==> config.mk <==
export PLATFORM = sky130hd
export DESIGN_NAME = art_ctrl
export DESIGN_NICKNAME = d
export VERILOG_FILES = /design/src/art_pkg.sv /design/src/art_ctrl.sv
export SDC_FILE = /design/constraint.sdc
export NUM_CORES = 2
export LEC_CHECK = 0
export ABC_AREA = 1
export BUFFER_PORTS_ARGS = -buffer_cell sky130_fd_sc_hd__buf_4
export CAP_MARGIN = 15
export CORE_AREA = 2 2 243 424
export CTS_CLUSTER_DIAMETER = 60
export DETAILED_ROUTE_END_ITERATION = 10
export DIE_AREA = 0 0 245 426
export GPL_ROUTABILITY_DRIVEN = 0
export PLACE_DENSITY = 0.71
export SETUP_SLACK_MARGIN = 0.15
export SLEW_MARGIN = 40
export SYNTH_ARGS = -nofsm -noshare
export SYNTH_HDL_FRONTEND = slang
export SYNTH_SLANG_ARGS = --single-unit
export TNS_END_PERCENT = 5
==> constraint.sdc <==
create_clock -name clk -period 14 [get_ports clk]
set_input_delay 0.7 -clock clk [delete_from_list [all_inputs] [get_ports clk]]
set_output_delay 0.7 -clock clk [all_outputs]
set_load 0.05 [all_outputs]
==> src/art_pkg.sv <==
package art_pkg;

  typedef enum logic [1:0] {
    OP_MAP     = 2'd0,
    OP_UNMAP   = 2'd1,
    OP_PROTECT = 2'd2,
    OP_CHECK   = 2'd3
  } op_t;

  typedef enum logic [2:0] {
    ST_OK      = 3'd0,
    ST_ZERO    = 3'd1,
    ST_ALIGN   = 3'd2,
    ST_RANGE   = 3'd3,
    ST_OVERLAP = 3'd4,
    ST_FULL    = 3'd5
  } status_t;

  typedef enum logic [2:0] {
    S_IDLE,
    S_PRE,
    S_SCAN,
    S_DECIDE,
    S_WRITE,
    S_DONE
  } state_t;

  typedef enum logic [2:0] {
    K_MAP,
    K_UNMAP_WALK,
    K_UNMAP_FREE,
    K_PROTECT,
    K_CHECK
  } pass_t;

  typedef struct packed {
    logic [63:0] base;
    logic [63:0] size;
    logic [7:0]  flags;
  } entry_t;

  typedef struct packed {
    logic [2:0] status;
    logic [5:0] region_count;
  } result_t;

endpackage

==> src/art_ctrl.sv <==
module art_ctrl #(
  parameter int REGION_SLOTS = 32,
  parameter int PAGE_BYTES   = 4096
) (
  input  logic                            clk,
  input  logic                            rst,
  input  logic                            in_fire,
  input  logic [1:0]                      op,
  input  logic [63:0]                     address,
  input  logic [63:0]                     length,
  input  logic [7:0]                      flags,
  input  logic [7:0]                      user_mask,
  output logic                            busy,
  input  logic                            res_free,
  output logic                            res_load,
  output art_pkg::result_t                res,
  output logic                            mem_we,
  output logic [$clog2(REGION_SLOTS)-1:0] mem_waddr,
  output art_pkg::entry_t                 mem_wdata,
  output logic [$clog2(REGION_SLOTS)-1:0] mem_raddr,
  input  art_pkg::entry_t                 mem_rdata
);

  localparam int IW = $clog2(REGION_SLOTS);
  localparam int CW = $clog2(REGION_SLOTS + 1);
  localparam int PB = $clog2(PAGE_BYTES);

  art_pkg::state_t state, state_next;
  art_pkg::pass_t  kind;

  logic [1:0]  op_q;
  logic [63:0] a_q, len_q, end_q, cur;
  logic [7:0]  fl_q;
  logic [IW:0] scan_cnt;
  logic        ev_valid;
  logic [IW-1:0] ev_idx;
  logic        fnd, ovl, bad;
  logic [IW-1:0] fidx, free0, free1, widx, post_idx;
  logic [63:0] fbase, fend;
  logic [7:0]  fflags;
  logic [1:0]  nfree;
  logic        do_pre, do_post;
  logic [2:0]  st_code;
  logic [REGION_SLOTS-1:0] slot_used;
  logic [CW-1:0] count;

  logic [64:0] sum;
  logic        misal, wrap_in;
  logic        pre_scan;
  logic [2:0]  pre_status;
  art_pkg::pass_t pre_kind;

  logic        u, wr, user, has_req, has_cur;
  logic [64:0] rsum;
  logic [63:0] re;
  logic        issue, scan_last;

  logic        dec_done, dec_write, dec_free;
  logic [2:0]  dec_status;
  logic [1:0]  need;

  assign busy = (state != art_pkg::S_IDLE);

  assign sum     = {1'b0, a_q} + {1'b0, len_q};
  assign wrap_in = sum[64];
  assign misal   = (|a_q[PB-1:0]) | (|len_q[PB-1:0]);

  always_comb begin
    pre_scan   = 1'b0;
    pre_status = art_pkg::ST_OK;
    pre_kind   = art_pkg::K_MAP;
    if (op_q == art_pkg::OP_CHECK) begin
      pre_kind = art_pkg::K_CHECK;
      if (len_q == 64'd0) begin
        pre_status = art_pkg::ST_OK;
      end else if (a_q == 64'd0) begin
        pre_status = art_pkg::ST_ZERO;
      end else if (wrap_in) begin
        pre_status = art_pkg::ST_RANGE;
      end else begin
        pre_scan = 1'b1;
      end
    end else if (a_q == 64'd0 || len_q == 64'd0) begin
      pre_status = art_pkg::ST_ZERO;
    end else if (misal) begin
      pre_status = art_pkg::ST_ALIGN;
    end else if (wrap_in) begin
      pre_status = art_pkg::ST_RANGE;
    end else begin
      pre_scan = 1'b1;
      case (op_q)
        art_pkg::OP_MAP:     pre_kind = art_pkg::K_MAP;
        art_pkg::OP_UNMAP:   pre_kind = art_pkg::K_UNMAP_WALK;
        default:             pre_kind = art_pkg::K_PROTECT;
      endcase
    end
  end

  assign issue     = (state == art_pkg::S_SCAN) && (scan_cnt < (IW+1)'(REGION_SLOTS));
  assign scan_last = ev_valid && (ev_idx == IW'(REGION_SLOTS - 1));

  assign u       = slot_used[ev_idx];
  assign rsum    = {1'b0, mem_rdata.base} + {1'b0, mem_rdata.size};
  assign wr      = rsum[64];
  assign re      = rsum[63:0];
  assign user    = |(mem_rdata.flags & user_mask);
  assign has_req = ((mem_rdata.flags & fl_q) == fl_q);
  assign has_cur = (cur >= mem_rdata.base) && (cur < re);

  assign need = {1'b0, (a_q != fbase)} + {1'b0, (fend != end_q)};

  always_comb begin
    dec_done   = 1'b0;
    dec_write  = 1'b0;
    dec_free   = 1'b0;
    dec_status = art_pkg::ST_OK;
    case (kind)
      art_pkg::K_MAP: begin
        if (ovl) begin
          dec_done = 1'b1; dec_status = art_pkg::ST_OVERLAP;
        end else if (nfree == 2'd0) begin
          dec_done = 1'b1; dec_status = art_pkg::ST_FULL;
        end else begin
          dec_write = 1'b1;
        end
      end
      art_pkg::K_UNMAP_WALK: begin
        if (bad || !fnd) begin
          dec_done = 1'b1; dec_status = art_pkg::ST_ALIGN;
        end else if (fend >= end_q) begin
          dec_free = 1'b1;
        end
      end
      art_pkg::K_PROTECT: begin
        if (!fnd) begin
          dec_done = 1'b1; dec_status = art_pkg::ST_RANGE;
        end else if (need > nfree) begin
          dec_done = 1'b1; dec_status = art_pkg::ST_FULL;
        end else begin
          dec_write = 1'b1;
        end
      end
      art_pkg::K_CHECK: begin
        if (!fnd) begin
          dec_done = 1'b1; dec_status = art_pkg::ST_RANGE;
        end else if (fend >= end_q) begin
          dec_done = 1'b1;
        end
      end
      default: begin
        dec_done = 1'b1;
      end
    endcase
  end

  always_comb begin
    state_next = state;
    case (state)
      art_pkg::S_IDLE:   if (in_fire) state_next = art_pkg::S_PRE;
      art_pkg::S_PRE:    state_next = pre_scan ? art_pkg::S_SCAN : art_pkg::S_DONE;
      art_pkg::S_SCAN:   if (scan_last) state_next = art_pkg::S_DECIDE;
      art_pkg::S_DECIDE: begin
        if (dec_done) begin
          state_next = art_pkg::S_DONE;
        end else if (dec_write) begin
          state_next = art_pkg::S_WRITE;
        end else begin
          state_next = art_pkg::S_SCAN;
        end
      end
      art_pkg::S_WRITE:  if (!do_pre && !do_post) state_next = art_pkg::S_DONE;
      art_pkg::S_DONE:   if (res_free) state_next = art_pkg::S_IDLE;
      default:           state_next = art_pkg::S_IDLE;
    endcase
  end

  always_comb begin
    mem_we    = (state == art_pkg::S_WRITE);
    mem_raddr = scan_cnt[IW-1:0];
    if (do_pre) begin
      mem_waddr = free0;
      mem_wdata = '{base: fbase, size: a_q - fbase, flags: fflags};
    end else if (do_post) begin
      mem_waddr = post_idx;
      mem_wdata = '{base: end_q, size: fend - end_q, flags: fflags};
    end else begin
      mem_waddr = widx;
      mem_wdata = '{base: a_q, size: len_q, flags: fl_q};
    end
    res_load         = (state == art_pkg::S_DONE) && res_free;
    res.status       = st_code;
    res.region_count = 6'(count);
  end

  always_ff @(posedge clk) begin
    if (rst) begin
      state     <= art_pkg::S_IDLE;
      slot_used <= '0;
      count     <= '0;
      ev_valid  <= 1'b0;
    end else begin
      state    <= state_next;
      ev_valid <= issue;
      if (issue) begin
        scan_cnt <= scan_cnt + 1'b1;
      end
      ev_idx <= scan_cnt[IW-1:0];
      case (state)
        art_pkg::S_IDLE: begin
          if (in_fire) begin
            op_q  <= op;
            a_q   <= address;
            len_q <= length;
            fl_q  <= flags;
          end
        end
        art_pkg::S_PRE: begin
          end_q    <= sum[63:0];
          cur      <= a_q;
          kind     <= pre_kind;
          st_code  <= pre_status;
          scan_cnt <= '0;
          fnd      <= 1'b0;
          ovl      <= 1'b0;
          bad      <= 1'b0;
          nfree    <= 2'd0;
        end
        art_pkg::S_SCAN: begin
          if (ev_valid) begin
            if (!u && nfree != 2'd2) begin
              if (nfree == 2'd0) begin
                free0 <= ev_idx;
              end else begin
                free1 <= ev_idx;
              end
              nfree <= nfree + 2'd1;
            end
            case (kind)
              art_pkg::K_MAP: begin
                if (u && (wr || !(end_q <= mem_rdata.base || re <= a_q))) begin
                  ovl <= 1'b1;
                end
              end
              art_pkg::K_UNMAP_WALK: begin
                if (u && !wr && has_cur && !fnd) begin
                  fnd  <= 1'b1;
                  fend <= re;
                  if (mem_rdata.base < a_q || re > end_q) begin
                    bad <= 1'b1;
                  end
                end
              end
              art_pkg::K_UNMAP_FREE: begin
                if (u && !wr && mem_rdata.base >= a_q && re <= end_q) begin
                  slot_used[ev_idx] <= 1'b0;
                  count <= count - 1'b1;
                end
              end
              art_pkg::K_PROTECT: begin
                if (u && user && !wr && !fnd && a_q >= mem_rdata.base && end_q <= re) begin
                  fnd    <= 1'b1;
                  fidx   <= ev_idx;
                  fbase  <= mem_rdata.base;
                  fend   <= re;
                  fflags <= mem_rdata.flags;
                end
              end
              art_pkg::K_CHECK: begin
                if (u && user && has_req && !wr && has_cur && !fnd) begin
                  fnd  <= 1'b1;
                  fend <= re;
                end
              end
              default: begin
              end
            endcase
          end
        end
        art_pkg::S_DECIDE: begin
          st_code  <= dec_status;
          scan_cnt <= '0;
          fnd      <= 1'b0;
          nfree    <= 2'd0;
          cur      <= fend;
          if (dec_free) begin
            kind <= art_pkg::K_UNMAP_FREE;
          end
          do_pre  <= 1'b0;
          do_post <= 1'b0;
          if (dec_write) begin
            if (kind == art_pkg::K_MAP) begin
              widx <= free0;
            end else begin
              widx     <= fidx;
              do_pre   <= (a_q != fbase);
              do_post  <= (fend != end_q);
              post_idx <= (a_q != fbase) ? free1 : free0;
            end
          end
        end
        art_pkg::S_WRITE: begin
          slot_used[mem_waddr] <= 1'b1;
          if (do_pre) begin
            do_pre <= 1'b0;
            count  <= count + 1'b1;
          end else if (do_post) begin
            do_post <= 1'b0;
            count   <= count + 1'b1;
          end else if (kind == art_pkg::K_MAP) begin
            count <= count + 1'b1;
          end
        end
        default: begin
        end
      endcase
    end
  end

endmodule

### Word level (Yosys, flattened, before mapping)

Index checks and enable logic that the tools add are counted.

* add/subtract/negate cells: 9
* $lt $le $gt $ge: 17
* eq/ne operators: 39
* multiplexer cells: 104
* bitwise operators: 9
* reductions and logical operators: 72

Operators by type and width (count)
* $mux W136: 2
* $ge A64 B64 Y1: 4
* $le A64 B64 Y1: 4
* $mux W64: 3
* $pmux W64 S3: 1
* $add A64 B64 Y65: 2
* $logic_not A64 Y1: 2
* $lt A64 B64 Y1: 2
* $ne A64 B64 Y1: 2
* $pmux W64 S2: 1
* $sub A64 B64 Y64: 2
* $mux W32: 3
* $gt A64 B64 Y1: 1
* $pmux W32 S2: 1
* $mux W3: 14
* $mux W6: 7
* $mux W1: 38
* $and A32 B32 Y32: 1
* $not A32 Y32: 1
* $or A32 B32 Y32: 1
* $reduce_and A5 Y1: 5
* $mux W2: 12
* $reduce_or A12 Y1: 2
* $logic_and A1 B1 Y1: 23
* 46 further kinds: 116

* register bits after elaboration: 493
* input bits: 286
* output and inout port bits: 158
* word-level logic and storage cells: 278

### Logic depth before layout (Yosys ltp)

* depth in word-level cells: 11
* gate-level depth with buffers: 41
* mapped depth without buffers: 40

### Least setup slack after synthesis

OpenSTA, ideal clock, no wires.

* path type: input -> register
* from: input port mem_rdata[8] (netlist name)
* to: register fbase[0] (enable)
* setup time: 0.702 ns
* arrival time: 11.609 ns
* data required time: 13.298 ns
* path slack: 1.689 ns
* stages: 36
* buffers on the path: 0
* path through: ha_1 -> inv_1 -> fa_1 -> inv_1 -> nand3_1 -> nand3_2 -> nand2_1 -> nand2_2 -> nand2_2 -> nand2_4 -> nand2_1 -> o211ai_1 -> nand2_1 -> o211ai_2 -> nand2_1 -> nand2_1 -> nand2_1 -> nand2_1 -> nand2_1 -> nand2_2 -> inv_1 -> o21ai_1 -> xor2_1 -> ha_1 -> nand2_1 -> inv_1 -> nand3_1 -> nor4_1 -> inv_1 -> nor3_1 -> nand4_1 -> nor3_2 -> nand4_1 -> nand2_1 -> nand2_1 -> nor4_1

* word-level cells in the longest chain between the ends: 7
* elaborated cells on any way between the ends: 8
* classes of those cells: add/sub (1); order compare (1); reduce/logical (6)

RTL lines
* from (decl): RTL line art_ctrl.sv:21 `input art_pkg::entry_t mem_rdata`
* $add A64 B64 Y65 (*): RTL line art_ctrl.sv:103 `assign rsum = {1'b0, mem_rdata.base} + {1'b0, mem_rdata.size};`
* parallel branches: the longest is 4 deep, another holds $le A64 B64 Y1
* $logic_and A1 B1 Y1 (*): RTL line art_ctrl.sv:260 `if (u && user && !wr && !fnd && a_q >= mem_rdata.base && end_q <= re) begin`
* $reduce_and A5 Y1 (no source line) (*)
* to (signal assigned): RTL line art_ctrl.sv:263 `fbase <= mem_rdata.base;`
* to (decl): RTL line art_ctrl.sv:39 `logic [63:0] fbase, fend;`

Every way passes the cells marked *.
A chain may end at the register's enable or synchronous reset.

### Worst setup path after layout

* from: input port mem_rdata[72] (netlist name)
* to: register fend[47] (enable)

* word-level cells in the longest chain between the ends: 8
* elaborated cells on any way between the ends: 21
* classes of those cells: add/sub (1); order compare (4); eq/ne (3); reduce/logical (13)

RTL lines
* parallel branches: the longest is 7 deep, another holds $add A64 B64 Y65
* $reduce_and A7 Y1 (no source line) (*)
* to (signal assigned): RTL line art_ctrl.sv:247 `fend <= re;`
* to (signal assigned): RTL line art_ctrl.sv:264 `fend <= re;`
* to (signal assigned): RTL line art_ctrl.sv:271 `fend <= re;`
* to (decl): RTL line art_ctrl.sv:39

Marked as above.

==> metrics.md <==
| Metric | Value |
|---|---|
| Die X | 245 um |
| Row count | 154 |
| Ys flop type | edfxtp_1 |
| Maxcap violations | 0 |
| Slowest cell delay on critical path | 560 ps |
| Post-CTS Setup Inserts | 0 |
| Synth unique cells | 70 |
| Fmax | 137 MHz |
| Reg2reg path depth | 15 |
| WS Path Type | input port to flip-flop |
| Crit path launch | mem_rdata[72] |
| Die footprint | 0.104 sq mm |
| Via density | 6.27 |
| DIE HEIGHT | 426 um |
| Wire length on met2 | 88.8 mm |
| Nets | 7,162 |
| Cells after synthesis | 5,786 |
| Avg Inst Size Synth | 7.79 sq um |
| M1 WL | 67.8 mm |
| Cells after DPL | 7,495 |
| Synth Warn # | 0 |
| Initial Utilization | 44.7% |
| RSZ-0062 raised after global routing | false |
| Synth Register Bits | 493 |
| CTS tree | built |
| Core ar. | 0.101 sq mm |
| Clock Skew | 58.7 ps |
| Highest metal used | met5 |
| 1st-iter DRT viols | 6,399 |
| CP endpoint kind | flip-flop |
| Post-synth top area cell | edfxtp_1 |
| Setup_tns | 0 ps |
| Met3 wire length | 25.3 mm |
| GRT Util Overall | 38.8% |
| Peak VDD IR | 0.118 mV |
| Leak | 0.0232 uW |
| Final non-filler cell total | 7,606 |
| Final period util | 52.3% |
| Crit path time final | 7320 ps |
| EDFF count, synth | 451 |
| Root Buffer | clkbuf_16 |
| Routed length per instance | 27.3 um |
| 1st-pass router iterations | 11 |
| Clk buf depth | 3 |
| CP dominant cell by count | nand2_1 |
| HP Class | input port to flip-flop |
| Top-area cell type share of the netlist area | 30.0% |
| Antenna violations before repair | 22 |
| Final hold viol count | 0 |
| Mapped Nets | 6,722 |
| TritonCTS Buffers | 53 |
| Most frequent cells in the layout | 915 x inv_1, 903 x nand2_1, 679 x a21oi_1, 645 x ha_1, 507 x nor2_1 |
| Clock slew at the register clock pins of the worst setup and hold paths | 70 ps |
| Crit path to | fend[47] |
| Ranking of synthesized cells by area | edfxtp_1 30%, ha_1 18%, inv_1 7.6% |
| Pins Over Slew Limit | 0 |
| Status | complete, no violations |
| CP Data Required Time | 14,380 ps |
| Final setup fails | 0 |
| Max-Slew Margin vs Limit | 25.4% |
| Worst slew pin tran | 1110 ps |
| Port buffer count | 443 |
| Startpoint Class | input port |
| Ports | 444 |
| Layout area overhead | 15.3% |
| Post-cts resize count | 0 |
| DRC viols | 0 |
| DP Wirelength | 166 mm |
| Asr flop ratio synth | 0% |
| Share of post-route cells with drive strength above 1 | 10.5% |
| Terminus of the critical flop-to-flop path | fend[47] |
| Clk_lat worst skew | 720 ps |
| Worst Path Arrival | 7700 ps |
| PD cells | 142 mW/mm^2 |
| First-pass GRT wire length | 293 mm |
| Vias in the first global route | 45,351 |
| Largest net degree at the start of global routing | 77 |
| Post-CTS Hold Buffers | 0 |
| Seq/Total Area, Yosys | 31.9% |
| Slowest CP cell | nand2_1 |
| CP max FO | 39 |
| Commonest non-fill, non-tap cell in the layout | inv_1 |
| Global route overflow | 0 |
| Sink Count | 493 |
| Power, Total | 7360 uW |
| Post-Syn Area | 0.0451 sq mm |
| R2R Setup Slk | 8490 ps |
| Total wire length | 208 mm |
| H-tree levels | 2 |
| Via count | 47,706 |
| RR Startpoint | cur[63] |
| ANT nets after route | 0 |
## synthesized netlist by cell type (5+ instances only)
library cell,instances
xor2_1,127
xnor2_1,69
o21a_1,35
nor4_1,50
nor2_1,515
fa_1,5
a2111oi_0,7
dfxtp_1,42
nor3_1,89
o21ai_2,12
a22oi_1,22
o2111ai_1,14
edfxtp_1,451
inv_1,916
a221oi_1,10
nand4_1,82
ha_1,645
or2_2,5
nand3_1,156
nand3b_1,5
nand3_2,5
o21bai_1,14
a21oi_2,5
a21oi_1,682
nand2_2,9
clkbuf_1,69
o21ai_0,379
a211oi_2,7
a211oi_1,30
o31ai_1,6
a21boi_0,15
a31oi_1,106
o211ai_1,40
nand2_4,5
nand2_1,903
a21o_1,16
buf_1,9
a21boi_1,6
o21ai_1,43
o22ai_1,77
buf_4,7
o221ai_1,35
## state kept, by name (all words and copies together), names as in the netlist, 6 cells and up
register,count
a_q,64
count,6
cur,64
end_q,64
fbase,64
fend,64
fflags,8
fl_q,8
len_q,64
scan_cnt,6
slot_used,32
## routing by layer
| layer | vias up | global-route usage (%) |
|---|---|---|
| met5 | - | 0 |
| met3 | 1122 | 12.4 |
| met1 | 21961 | 41.3 |
| met2 | 3435 | 60.0 |
| li1 | 21154 | - |
| met4 | 34 | 37.6 |
## cell type report
type	count	area, sq um
Fill cell	9833	48800
Multi-Input combinational cell	4282	26900
Sequential cell	493	14400
Timing Repair Buffer	474	3650
Inverter	922	3460
Tap cell	1326	1660
Clock buffer	61	1420
Clock inverter	39	444
Antenna cell	9	22.5
## worst min path at each step
stage                  startpoint       endpoint  slack (ps)  cells after the start
CTS                   address[30]        a_q[30]         170                      1
floorplan           slot_used[25]  slot_used[25]         440                      2
finish                address[31]        a_q[31]         150                      1
global route          address[31]        a_q[31]         150                      1
detailed placement  slot_used[18]  slot_used[18]         450                      2
global placement    slot_used[19]  slot_used[19]         450                      2
## report_power, final
group	switching (uW)	internal (uW)
Combinational	2490	1120
Clock	698	867
Sequential	301	1890
## worst max-delay path: cells and delay by family
| kind | cells | cell delay (ps) |
|---|---|---|
| buf+inv | 8 | 1180 |
| compound gates | 3 | 400 |
| simple gates | 25 | 4140 |
| fa+ha+maj | 3 | 810 |
| xor+xnor | 1 | 380 |
## cell families after synthesis
| logic type | Yosys count | synth area share [%] |
|---|---|---|
| simple gates | 1845 | 17.2 |
| compound gates | 1591 | 20.4 |
| buf+inv | 1011 | 8.53 |
| fa+ha+maj | 650 | 18.1 |
| flops | 493 | 31.9 |
| xor+xnor | 196 | 3.81 |
## stage by stage
| step | worst slack, ps | utilization, % | hold WS (ps) | instance area (sq um) |
|---|---|---|---|---|
| after floorplan | 1690 | - | 437 | 45100 |
| after global placement | 6420 | 49.5 | 448 | 49900 |
| after detailed placement | 6410 | 49.6 | 455 | 50000 |
| after CTS | 7090 | 51.5 | 172 | 51900 |
| after global routing | 6390 | 51.6 | 148 | 52000 |
| final | 6680 | 51.6 | 153 | 52000 |
Note: power is estimated with default switching activity, not from simulation.
